$ cat config.mk
export PLATFORM = sky130hd
export DESIGN_NAME = provisioning_window_controller_unit
export DESIGN_NICKNAME = d
export VERILOG_FILES = /design/src/hdl/pwc_pkg.sv /design/src/hdl/pwc_front.sv /design/src/hdl/pwc_back.sv /design/src/hdl/provisioning_window_controller_unit.sv
export SDC_FILE = /design/constraint.sdc
export NUM_CORES = 1
export LEC_CHECK = 0
export BUFFER_PORTS_ARGS = -buffer_cell sky130_fd_sc_hd__buf_2
export CAP_MARGIN = 20
export CELL_PAD_IN_SITES_DETAIL_PLACEMENT = 1
export CELL_PAD_IN_SITES_GLOBAL_PLACEMENT = 1
export CORE_MARGIN = 4
export CORE_UTILIZATION = 40
export DETAILED_ROUTE_END_ITERATION = 7
export PLACE_DENSITY_LB_ADDON = 0.1
export SYNTH_ARGS = -nofsm -noshare
export SYNTH_HDL_FRONTEND = slang
export SYNTH_SLANG_ARGS = --single-unit
$ cat constraint.sdc
create_clock -name clk -period 13.65 [get_ports clk]
set_clock_uncertainty 0.2 [all_clocks]
set_input_delay 0.6825 -clock clk [delete_from_list [all_inputs] [get_ports clk]]
set_output_delay 0.6825 -clock clk [all_outputs]
set_load 0.005 [all_outputs]
$ cat src/hdl/pwc_pkg.sv
// Shared types, codes and helpers for the provisioning window controller.
package pwc_pkg;

	localparam int unsigned TimeW = 32;
	localparam int unsigned FailW = 8;
	localparam int unsigned QueueDepth = 2;
	localparam int unsigned AddrW = 4;

	localparam logic [FailW-1:0] FailMax = 8'hFF;

	localparam logic [TimeW-1:0] ConfirmTimeoutRst = 32'd3000;
	localparam logic [TimeW-1:0] WindowTimeoutRst = 32'd300000;
	localparam logic [FailW-1:0] FailureLimitRst = 8'd5;

	// register index = paddr[3:2]
	localparam logic [1:0] RegConfirmTimeout = 2'd0;
	localparam logic [1:0] RegWindowTimeout = 2'd1;
	localparam logic [1:0] RegFailureLimit = 2'd2;

	typedef enum logic [2:0] {
		CMD_TICK = 3'd0,
		CMD_NET_RESET = 3'd1,
		CMD_FACTORY_RESET = 3'd2,
		CMD_PRESS = 3'd3,
		CMD_CREDS = 3'd4,
		CMD_CONN_OK = 3'd5,
		CMD_CONN_FAIL = 3'd6,
		CMD_INIT = 3'd7
	} cmd_t;

	localparam logic [1:0] ModeCodeProv = 2'd0;
	localparam logic [1:0] ModeCodeConn = 2'd1;
	localparam logic [1:0] ModeCodeOnline = 2'd2;

	typedef enum logic [2:0] {
		M_PROV = 3'b001,
		M_CONN = 3'b010,
		M_ONLINE = 3'b100
	} mode_t;

	// classified event, one-hot in its kind fields
	typedef struct packed {
		logic is_tick;
		logic is_wipe;
		logic is_press;
		logic is_creds;
		logic is_ok;
		logic is_fail;
		logic is_init;
		logic [TimeW-1:0] now;
		logic has_creds;
		logic recovery;
	} event_t;

	typedef struct packed {
		logic [TimeW-1:0] confirm_timeout;
		logic [TimeW-1:0] window_timeout;
		logic [FailW-1:0] failure_limit;
	} cfg_t;

	function automatic logic [1:0] mode_code(input mode_t m);
		logic [1:0] c;
		begin
			case (m)
				M_PROV: c = ModeCodeProv;
				M_ONLINE: c = ModeCodeOnline;
				default: c = ModeCodeConn;
			endcase
			return c;
		end
	endfunction

endpackage

$ cat src/hdl/pwc_front.sv
// Front part: accepts items, classifies the command and queues the events.
module pwc_front (
	input logic clk,
	input logic arst_n,
	input logic valid,
	output logic ready,
	input logic [2:0] cmd,
	input logic [pwc_pkg::TimeW-1:0] now_ms,
	input logic init_has_credentials,
	input logic init_recovery,
	output logic ev_valid,
	output pwc_pkg::event_t ev,
	input logic ev_pop
);

	pwc_pkg::event_t ev_new;
	pwc_pkg::event_t fifo_q [pwc_pkg::QueueDepth];
	logic wr_ptr_q;
	logic rd_ptr_q;
	logic [1:0] count_q;
	logic push;

	always_comb begin
		ev_new = '0;
		ev_new.now = now_ms;
		ev_new.has_creds = init_has_credentials;
		ev_new.recovery = init_recovery;
		case (pwc_pkg::cmd_t'(cmd))
			pwc_pkg::CMD_NET_RESET, pwc_pkg::CMD_FACTORY_RESET: ev_new.is_wipe = 1'b1;
			pwc_pkg::CMD_PRESS: ev_new.is_press = 1'b1;
			pwc_pkg::CMD_CREDS: ev_new.is_creds = 1'b1;
			pwc_pkg::CMD_CONN_OK: ev_new.is_ok = 1'b1;
			pwc_pkg::CMD_CONN_FAIL: ev_new.is_fail = 1'b1;
			pwc_pkg::CMD_INIT: ev_new.is_init = 1'b1;
			default: ev_new.is_tick = 1'b1;
		endcase
	end

	assign ready = (count_q != 2'(pwc_pkg::QueueDepth));
	assign push = valid && ready;
	assign ev_valid = (count_q != 2'd0);
	assign ev = fifo_q[rd_ptr_q];

	always_ff @(posedge clk) begin
		if (push) begin
			fifo_q[wr_ptr_q] <= ev_new;
		end
	end

	always_ff @(posedge clk or negedge arst_n) begin
		if (!arst_n) begin
			wr_ptr_q <= 1'b0;
			rd_ptr_q <= 1'b0;
			count_q <= 2'd0;
		end else begin
			if (push) begin
				wr_ptr_q <= ~wr_ptr_q;
			end
			if (ev_pop) begin
				rd_ptr_q <= ~rd_ptr_q;
			end
			case ({push, ev_pop})
				2'b10: count_q <= count_q + 2'd1;
				2'b01: count_q <= count_q - 2'd1;
				default: count_q <= count_q;
			endcase
		end
	end

endmodule

$ cat src/hdl/pwc_back.sv
// Back part: controller state update and the result register.
module pwc_back (
	input logic clk,
	input logic arst_n,
	input pwc_pkg::cfg_t cfg,
	input logic ev_valid,
	input pwc_pkg::event_t ev,
	output logic ev_pop,
	output logic out_valid,
	input logic out_ready,
	output logic [1:0] mode,
	output logic radios_active,
	output logic ble_releasable,
	output logic confirm_waiting,
	output logic window_is_bounded,
	output logic credentials_held,
	output logic [pwc_pkg::FailW-1:0] failure_count
);

	pwc_pkg::mode_t mode_q, mode_n;
	logic radios_q, radios_n;
	logic bounded_q, bounded_n;
	logic [pwc_pkg::TimeW-1:0] wstart_q, wstart_n;
	logic creds_q, creds_n;
	logic [pwc_pkg::FailW-1:0] fail_q, fail_n, fail_inc;
	logic armed_q, armed_n;
	logic [pwc_pkg::TimeW-1:0] arm_start_q, arm_start_n;
	logic arm_now;
	logic [pwc_pkg::TimeW-1:0] arm_age;
	logic [pwc_pkg::TimeW-1:0] win_age;
	logic arm_live;
	logic pending_n;
	logic out_valid_q;
	logic [1:0] mode_out_q;
	logic radios_out_q;
	logic confirm_out_q;
	logic bounded_out_q;
	logic creds_out_q;
	logic [pwc_pkg::FailW-1:0] fail_out_q;

	assign ev_pop = ev_valid && (!out_valid_q || out_ready);

	// ages wrap modulo 2^32
	assign arm_age = ev.now - arm_start_q;
	assign win_age = ev.now - wstart_q;
	assign arm_live = armed_q && (arm_age < cfg.confirm_timeout);
	assign fail_inc = (fail_q < pwc_pkg::FailMax) ? fail_q + 8'd1 : fail_q;

	always_comb begin
		mode_n = mode_q;
		radios_n = radios_q;
		bounded_n = bounded_q;
		wstart_n = wstart_q;
		creds_n = creds_q;
		fail_n = fail_q;
		armed_n = armed_q;
		arm_start_n = arm_start_q;
		arm_now = 1'b0;
		if (ev.is_init) begin
			creds_n = ev.has_creds;
			fail_n = '0;
			armed_n = 1'b0;
			arm_start_n = ev.now;
			arm_now = 1'b1;
			wstart_n = ev.now;
			bounded_n = 1'b0;
			if (ev.recovery || !ev.has_creds) begin
				mode_n = pwc_pkg::M_PROV;
				radios_n = 1'b1;
				bounded_n = ev.has_creds;
			end else begin
				mode_n = pwc_pkg::M_CONN;
				radios_n = 1'b0;
			end
		end else if (ev.is_wipe) begin
			creds_n = 1'b0;
			fail_n = '0;
			mode_n = pwc_pkg::M_PROV;
			radios_n = 1'b1;
			bounded_n = 1'b0;
			wstart_n = ev.now;
			armed_n = 1'b0;
		end else if (ev.is_press) begin
			if (mode_q == pwc_pkg::M_PROV) begin
				if (bounded_q) begin
					wstart_n = ev.now;
				end
			end else if (mode_q == pwc_pkg::M_ONLINE && !arm_live) begin
				armed_n = 1'b1;
				arm_start_n = ev.now;
				arm_now = 1'b1;
			end else begin
				mode_n = pwc_pkg::M_PROV;
				radios_n = 1'b1;
				bounded_n = 1'b1;
				wstart_n = ev.now;
				armed_n = 1'b0;
			end
		end else if (ev.is_creds) begin
			armed_n = 1'b0;
			creds_n = 1'b1;
			fail_n = '0;
			mode_n = pwc_pkg::M_CONN;
		end else if (ev.is_ok) begin
			armed_n = 1'b0;
			mode_n = pwc_pkg::M_ONLINE;
			radios_n = 1'b0;
			bounded_n = 1'b0;
			fail_n = '0;
		end else if (ev.is_fail) begin
			armed_n = 1'b0;
			fail_n = fail_inc;
			if (radios_q) begin
				// back to provisioning, window kept as it was
				mode_n = pwc_pkg::M_PROV;
			end else if (fail_inc >= cfg.failure_limit) begin
				mode_n = pwc_pkg::M_PROV;
				radios_n = 1'b1;
				bounded_n = 1'b0;
				wstart_n = ev.now;
			end else begin
				mode_n = pwc_pkg::M_CONN;
			end
		end else if (ev.is_tick) begin
			if (armed_q && !(arm_age < cfg.confirm_timeout)) begin
				armed_n = 1'b0;
			end
			if (mode_q == pwc_pkg::M_PROV && bounded_q &&
				!(win_age < cfg.window_timeout)) begin
				mode_n = pwc_pkg::M_CONN;
				radios_n = 1'b0;
				bounded_n = 1'b0;
			end
		end
		// a fresh arm has age zero
		pending_n = armed_n && (arm_now ? (cfg.confirm_timeout != '0) :
			(arm_age < cfg.confirm_timeout));
	end

	always_ff @(posedge clk or negedge arst_n) begin
		if (!arst_n) begin
			mode_q <= pwc_pkg::M_PROV;
			radios_q <= 1'b1;
			bounded_q <= 1'b0;
			wstart_q <= '0;
			creds_q <= 1'b0;
			fail_q <= '0;
			armed_q <= 1'b0;
			arm_start_q <= '0;
			out_valid_q <= 1'b0;
		end else begin
			if (ev_pop) begin
				mode_q <= mode_n;
				radios_q <= radios_n;
				bounded_q <= bounded_n;
				wstart_q <= wstart_n;
				creds_q <= creds_n;
				fail_q <= fail_n;
				armed_q <= armed_n;
				arm_start_q <= arm_start_n;
				out_valid_q <= 1'b1;
			end else if (out_ready) begin
				out_valid_q <= 1'b0;
			end
		end
	end

	always_ff @(posedge clk) begin
		if (ev_pop) begin
			mode_out_q <= pwc_pkg::mode_code(mode_n);
			radios_out_q <= radios_n;
			confirm_out_q <= pending_n;
			bounded_out_q <= bounded_n;
			creds_out_q <= creds_n;
			fail_out_q <= fail_n;
		end
	end

	assign out_valid = out_valid_q;
	assign mode = mode_out_q;
	assign radios_active = radios_out_q;
	assign ble_releasable = ~radios_out_q;
	assign confirm_waiting = confirm_out_q;
	assign window_is_bounded = bounded_out_q;
	assign credentials_held = creds_out_q;
	assign failure_count = fail_out_q;

endmodule

$ cat src/hdl/provisioning_window_controller_unit.sv
// Top level: input channel, register port, front queue and back state unit.
// Provisioning window controller.
// Input channel (valid/ready): one event per item, cmd plus now_ms and the
// init flags. Output channel (out_valid/out_ready): one result per event,
// in order, with the mode and flags as they stand after that event.
// An accepted item is written into the event queue; the back unit pops it and registers its result.
// Throughput: one item per cycle while the receiver keeps up; the back unit does two 32-bit wrapping
// subtracts and compares per event combinationally.
// A two-entry event queue separates the front from the back, so the input
// keeps accepting while a result waits in the output register. When the
// receiver stalls, the output register holds, the queue fills and ready
// drops once two events are waiting.
// Registers over the APB port: 0x0 confirm_timeout_ms, 0x4 window_timeout_ms,
// 0x8 failure_limit; write them only while the block is idle.
// Reset (arst_n low) puts the block in unbounded provisioning, radios open,
// no credentials, no failures, gate disarmed, registers at their defaults;
// queue and output register empty.
module provisioning_window_controller_unit (
	input logic clk,
	input logic arst_n,
	input logic valid,
	output logic ready,
	input logic [2:0] cmd,
	input logic [31:0] now_ms,
	input logic init_has_credentials,
	input logic init_recovery,
	output logic out_valid,
	input logic out_ready,
	output logic [1:0] mode,
	output logic radios_active,
	output logic ble_releasable,
	output logic confirm_waiting,
	output logic window_is_bounded,
	output logic credentials_held,
	output logic [7:0] failure_count,
	input logic psel,
	input logic penable,
	input logic pwrite,
	input logic [pwc_pkg::AddrW-1:0] paddr,
	input logic [31:0] pwdata,
	output logic [31:0] prdata,
	output logic pready
);

	pwc_pkg::cfg_t cfg_q;
	pwc_pkg::event_t ev;
	logic ev_valid;
	logic ev_pop;
	logic wr_en;
	logic [1:0] reg_idx;

	assign pready = 1'b1;
	assign wr_en = psel && penable && pwrite;
	assign reg_idx = paddr[3:2];

	always_ff @(posedge clk or negedge arst_n) begin
		if (!arst_n) begin
			cfg_q.confirm_timeout <= pwc_pkg::ConfirmTimeoutRst;
			cfg_q.window_timeout <= pwc_pkg::WindowTimeoutRst;
			cfg_q.failure_limit <= pwc_pkg::FailureLimitRst;
		end else if (wr_en) begin
			case (reg_idx)
				pwc_pkg::RegConfirmTimeout: cfg_q.confirm_timeout <= pwdata;
				pwc_pkg::RegWindowTimeout: cfg_q.window_timeout <= pwdata;
				pwc_pkg::RegFailureLimit: cfg_q.failure_limit <= pwdata[7:0];
				default: ;
			endcase
		end
	end

	always_comb begin
		case (reg_idx)
			pwc_pkg::RegConfirmTimeout: prdata = cfg_q.confirm_timeout;
			pwc_pkg::RegWindowTimeout: prdata = cfg_q.window_timeout;
			pwc_pkg::RegFailureLimit: prdata = {24'd0, cfg_q.failure_limit};
			default: prdata = '0;
		endcase
	end

	pwc_front u_front (
		.clk(clk),
		.arst_n(arst_n),
		.valid(valid),
		.ready(ready),
		.cmd(cmd),
		.now_ms(now_ms),
		.init_has_credentials(init_has_credentials),
		.init_recovery(init_recovery),
		.ev_valid(ev_valid),
		.ev(ev),
		.ev_pop(ev_pop)
	);

	pwc_back u_back (
		.clk(clk),
		.arst_n(arst_n),
		.cfg(cfg_q),
		.ev_valid(ev_valid),
		.ev(ev),
		.ev_pop(ev_pop),
		.out_valid(out_valid),
		.out_ready(out_ready),
		.mode(mode),
		.radios_active(radios_active),
		.ble_releasable(ble_releasable),
		.confirm_waiting(confirm_waiting),
		.window_is_bounded(window_is_bounded),
		.credentials_held(credentials_held),
		.failure_count(failure_count)
	);

`ifndef NO_ASSERTIONS
	// a bounded window only exists while the radios are open
	a_bounded_radios: assert property (@(posedge clk) disable iff (!arst_n)
		out_valid && window_is_bounded |-> radios_active)
		else $error("bounded window reported with radios closed");

	// the confirmation gate is only armed while online
	a_confirm_online: assert property (@(posedge clk) disable iff (!arst_n)
		out_valid && confirm_waiting |-> mode == pwc_pkg::ModeCodeOnline)
		else $error("confirm pending outside online mode");

	// a stalled result does not move while new items keep arriving
	a_hold_result: assert property (@(posedge clk) disable iff (!arst_n)
		out_valid && !out_ready && valid && ready |=>
			$stable(failure_count) && $stable(mode))
		else $error("result changed while stalled");
`endif

endmodule

Word level (Yosys, flattened, before mapping)
Memories as Yosys holds them, arrays and structs flattened.
Cells that the tools add are included.
- add/sub/neg operators: 5
- multipliers: 0
- div/mod/pow operators: 0
- order comparisons: 4
- equal/unequal tests: 23
- shift-type cells: 0
- muxes and demuxes: 95
- bitwise logic cells: 3
- reductions and logical operators: 33
- operators by type and width (operator ; number):
    $mux 32 ; 16
    $pmux 32 s3 ; 1
    $lt 32x32->1 ; 2
    $sub 32x32->32 ; 2
    $mux 1 ; 56
    $mux 8 ; 7
    $mux 3 ; 11
    $reduce_bool 32->1 ; 1
    $eq 3x3->1 const B ; 6
    $logic_and 1x1->1 ; 10
    $ne 5x4->1 const B ; 2
    $reduce_bool 2->1 ; 5
    $eq 3x1->1 const B ; 3
    $add 8x1->8 const B ; 1
    $ge 8x8->1 ; 1
    $lt 8x8->1 const B ; 1
    $ne 4x2->1 const B ; 2
    $pmux 2 s2 ; 2
    $reduce_and 8->1 ; 1
    $reduce_bool 4->1 ; 2
    $reduce_or 7->1 ; 1
    $eq 3x2->1 const B ; 2
    $ne 2x2->1 const B ; 3
    $reduce_and 2->1 ; 3
    12 further kinds ; 22
- register bits after elaboration: 170
- latch bits: 0
- RAM bits: 82
- memory bits (read-only): 0
- input port bits: 80
- output and inout port bits: 50
- logic and storage cells: 185
- memories: 1
- memories (name ; depth ; bits a word ; read ports ; clocked after memory_dff ; wr ports ; line ; text):
    u_front.fifo_q ; 2 ; 41 ; 1 ; 0 ; 1 ; pwc_front.sv:17 ; pwc_pkg::event_t fifo_q [pwc_pkg::QueueDepth];

Longest topological paths before layout
An unclocked memory read counts as a cell.
- word-level depth: 15
- mapped depth: 27
- depth with buffers taken out: 23

Hierarchy
From an unflattened synthesis, not the netlist that was laid out.
- cell total of the unflattened synthesis: 1438
- area total of the unflattened synthesis: 16059.2 um2
- by module, submodules not included (module ; instances ; cells an instance ; area an instance (um2) ; sequential area each (um2)):
    pwc_back ; 1 ; 1045 ; 9273.9 ; 2424.8
    pwc_front ; 1 ; 154 ; 3403.3 ; 2562.5
    provisioning_window_controller_unit ; 1 ; 239 ; 3382.0 ; 1823.0

Worst setup path before layout
Ideal clock, no wire load.
- kind: register to register
- start: reg u_front.rd_ptr_q
- end: reg u_back.arm_start_q[13] in the netlist's numbering
- setup time: 0.125 ns
- arrival: 5.701 ns
- data required time: 13.325 ns
- setup slack: 7.624 ns
- stages on the path, launching flop included: 25
- buffers on the path: 4
- clock period less this slack: 6.026 ns
- cells stage by stage: dfrtp_1 -> buf_2 -> clkbuf_1 -> clkbuf_1 -> mux2_2 -> ha_1 -> nor2b_1 -> o21a_1 -> o21a_1 -> o31a_1 -> o211ai_1 -> a21oi_1 -> a221oi_2 -> mux2i_1 -> nand3_1 -> ha_1 -> a21o_1 -> a21o_1 -> a21oi_1 -> and3_1 -> a21oi_2 -> a31o_2 -> nand2_1 -> buf_4 -> mux2_2
- RTL lines (element ; line ; text):
    start, declared ; pwc_front.sv:19 ; logic rd_ptr_q;
    start signal, assigned ; pwc_front.sv:60 ; rd_ptr_q <= ~rd_ptr_q;
    end signal, assigned ; pwc_back.sv:160 ; arm_start_q <= arm_start_n;
    end, declared ; pwc_back.sv:27 ; logic [pwc_pkg::TimeW-1:0] arm_start_q, arm_start_n;

Final worst setup path
- start: reg u_front.rd_ptr_q
- end: reg u_back.mode_out_q[0] (netlist: u_back.mode[0]) (data pin)
- longest elaborated chain between the ends: 15
- elaborated cells on any way between the ends: 26
- RTL lines (element ; line ; text):
    $mem_v2 2x41 * ; -- ;
    $sub 32x32->32 ; pwc_back.sv:45 ; assign win_age = ev.now - wstart_q;
    $lt 32x32->1 ; pwc_back.sv:129 ; !(win_age < cfg.window_timeout)) begin
    $logic_not 1->1 ; pwc_back.sv:129 ;
    $logic_and 1x1->1 ; pwc_back.sv:128 ; if (mode_q == pwc_pkg::M_PROV && bounded_q &&
    $mux 3 ; pwc_back.sv:128 ;
    $mux 3 ; pwc_back.sv:124 ; end else if (ev.is_tick) begin
    $mux 3 ; pwc_back.sv:110 ; end else if (ev.is_fail) begin
    $mux 3 ; pwc_back.sv:104 ; end else if (ev.is_ok) begin
    $mux 3 ; pwc_back.sv:99 ; end else if (ev.is_creds) begin
    $mux 3 ; pwc_back.sv:83 ; end else if (ev.is_press) begin
    $mux 3 ; pwc_back.sv:75 ; end else if (ev.is_wipe) begin
    $mux 3 * ; pwc_back.sv:59 ; if (ev.is_init) begin
    $eq 3x3->1 or $eq 3x1->1 (tied branches) ; pwc_pkg.sv:64 ; case (m)
    $pmux 2 s2 * ; pwc_pkg.sv:64 ;
    end signal, assigned ; pwc_back.sv:170 ; mode_out_q <= pwc_pkg::mode_code(mode_n);
    end, declared ; pwc_back.sv:34 ; logic [1:0] mode_out_q;
Mark *: on every way between the ends. The rest lies on a longest branch, timed or not.
A chain may end at the register's enable or synchronous reset.

==> impl_results.md <==
* WP data arrival at 7.81 ns
* Routed vias at 11,800
* DIE AREA at 0.0423 mm^2
* Max-cap viol count at 0
* Fraction of final layout cells sized beyond drive strength 1 at 19.8%
* Synth Net Count at 1,755
* Multi-input gate area at 0.00808 mm^2
* Crit Path Max Fanout at 28
* Pwr/cell area at 299 mW/mm^2
* Sink Count at 252
* WHS Path Cells at 1
* Post-CTS setup buffer count at 0
* Met1 usage at 28.8%
* Post-synth top area share at 21.9%
* Final HPWL DP at 33.0 mm
* Global route total overflow at 0
* Reg2reg path depth at 24
* Gr busiest metal: met2
* Max Fclk at 0.130 GHz
* Gr usage total at 20.9%
* Unrepaired setup endpoints after global routing: false
* Largest cells by area after synthesis: dfrtp_1 22%, edfxtp_1 18%, ha_1 11%
* Placed Area at 0.0168 mm^2
* PortBufs at 126
* Htree depth at 1
* CTS max path bufs at 3
* Yosys warnings at 0
* Worst skew pair latency at 0.57 ns
* Core area at 0.0386 mm^2
* Max IR drop VDD at 0.118 mV
* Post-synth top area cell: dfrtp_1
* TritonRoute pass-1 iters at 5
* Least-Margin Pin Slew at 1.01 ns
* CTS buffer count at 30
* Critical path type: reg2reg
* Post-route cell area at 0.0178 mm^2
* Max-slew violations at 0
* Synth top cells by count: 152 x nand2_1, 150 x inv_1, 137 x dfrtp_1, 135 x ha_1, 112 x o21ai_0
* Cells after Synth at 1,538
* Width of the die at 206 um
* Ant diodes at 0
* Post-route clock period utilization at 56.4%
* Rel. slew slack at 32.7%
* Status: finished, final reports clean
* Fillers at 4,332
* Global-route wire length before repair at 69.6 mm
* I/O Pins at 130
* Average wire per standard cell at 19.8 um
* Initial antenna violation count at 0
* Register Area at 0.00681 mm^2
* DRT antenna net count at 0
* Synthesized area at 0.0156 mm^2
* Cell row count at 72
* Period minus WS final at 7.70 ns
* Pin count of the biggest net entering global routing at 70
* Final setup TNS at 0 ns
* CTS clk-pin slew, worst paths at 0.06 ns
* Vias per cell at 5.34
* Worst Path Required at 13.76 ns
* Initial core utilization at 40.4%
* Vert. Die Dim at 206 um
* Netlist cell types at 81
* Top-count cell post-synth: nand2_1
* Hold crit path type: in2reg
* Seq/Total Area, Yosys at 43.6%
* Syn_area_per_cell at 10.2 um^2
* 1st-iter DRT viols at 524
* Post-synth top flop: dfrtp_1
* Clock root buffer: clkbuf_16
* Routed WL at 43.9 mm
* Setup violators final at 0
* CP Capture Type: register
* Resize count post-CTS at 0
* Nets at 1,887
* Vias in the first global route at 12,300
* GR Util met3 at 2.54%
* Synth Register Bits at 252
* CP startpoint kind: register
* EDFF count, synth at 96
* Routability congestion estimate at 0.847
* Post-synth ARST share at 61.9%
* Final number of hold-violating endpoints at 0
* Area Growth Syn to Fin at 14.1%
* CTS tree: yes
* M2 GR Usage at 35.2%
* Leakage power at 0.00804 uW
* DR DRC count at 0
-- worst max-delay path: stages, from the launching register on --
cell and delay, ns:
dfrtp_2 0.77, buf_4 0.51, mux2i_1 0.45, ha_1 0.29
inv_1 0.07, fa_1 0.43, a21oi_1 0.29, o211ai_1 0.23
a211oi_1 0.49, o31ai_1 0.25, a21oi_1 0.43, a311oi_2 0.25
a21o_1 0.22, a21oi_1 0.18, xnor2_1 0.11, ha_1 0.30
o21ai_0 0.07, o21ai_0 0.16, o211ai_1 0.14, o31ai_1 0.57
inv_1 0.13, o211ai_1 0.15, o221ai_1 0.20, a2111oi_2 0.46
a31oi_1 0.07
-- report_power, final --
part | internal [uW] | leakage [uW] | switching (uW)
registers | 1060 | 0.00274 | 154
clock network | 463 | 0.000478 | 323
logic | 1450 | 0.00482 | 1870
-- registers in the layout, summed over array words and instances, names as in the netlist --
register,count
cfg_q,72
u_back.bounded_q,1
u_back.mode_q,3
u_back.radios_active,1
u_front.rd_ptr_q,1
u_back.fail_q,8
u_front.count_q,2
u_back.window_is_bounded,1
u_back.credentials_held,1
u_back.wstart_q,32
u_back.failure_count,8
u_back.radios_q,1
u_back.creds_q,1
u_back.arm_start_q,32
u_back.out_valid,1
u_front.wr_ptr_q,1
u_back.confirm_waiting,1
u_back.mode,2
u_back.armed_q,1
u_front.fifo_q,82
-- cell usage in the layout (no fill, tap or decap), types with 31 or more instances in the layout --
cell,n
nor2_1,95
mux2_2,75
nand2_1,152
o21ai_0,111
inv_1,150
mux2i_1,45
a21o_1,33
dfrtp_1,136
a21oi_1,89
xnor2_1,49
ha_1,135
edfxtp_1,96
buf_2,125
clkbuf_16,31
-- what timing repair did --
item,in CTS,in global routing
setup endpoints to repair,0,0
endpoints found under the hold margin,46,0
hold buffers,1,0
-- metrics by stage --
stage               setup WS (ns)  cells  util, %  power (uW)  hold slack [ns]
floorplan                    7.62   1538        -        3670            0.187
global placement             6.11   2154     43.6        4440            0.271
detailed placement           5.99   2154     43.6        4560            0.284
CTS                          5.93   2211     46.1        5390           0.0650
global route                 5.39   2212     46.1        5860           0.0679
finish                       5.95   2212     46.1        5320           0.0971
-- final cells by class --
class                           instances  area share (%)
Clock buffer                           50            5.26
Tap cell                              518            3.63
Clock inverter                          6           0.182
Sequential cell                       252            38.2
Multi-Input combinational cell       1096            45.3
Timing Repair Buffer                  140            4.25
Inverter                              150            3.16
-- kinds of logic (layout without fill, tap and decap cells) --
group	count (synthesis)	count (layout)	synth area share (%)
simple gates	390	390	11.5
flops	252	252	43.6
compound gates	348	348	13.9
fa+ha+maj	137	137	11.1
xor+xnor	67	67	3.76
buf+inv	190	346	4.81
other cells	1	1	0.0240
mux	153	153	11.4
-- layer usage --
layer,routed length [um],up-vias
met4,1040,0
li1,-,5732
met1,20400,5843
met5,0,-
met2,20800,186
met3,1730,53
-- worst paths after layout --
kind / start / endpoint / slack [ns]
setup / recovery: u_front.rd_ptr_q$_DFFE_PN0P_ / u_back.mode[0]$_DFFE_PP_ / 5.95
max in group asynchronous: arst_n / u_front.rd_ptr_q$_DFFE_PN0P_ / 10.92
hold reg to reg: u_back.arm_start_q[20]$_DFFE_PN0P_ / u_back.arm_start_q[20]$_DFFE_PN0P_ / 0.29
setup reg to reg: u_front.rd_ptr_q$_DFFE_PN0P_ / u_back.mode[0]$_DFFE_PP_ / 5.95
min in group asynchronous: arst_n / u_back.wstart_q[5]$_DFFE_PN0P_ / 0.43
hold / removal: now_ms[13] / u_front.fifo_q[1][15]$_DFFE_PP_ / 0.1
No activity file was read; power rests on OpenSTA's default activity.
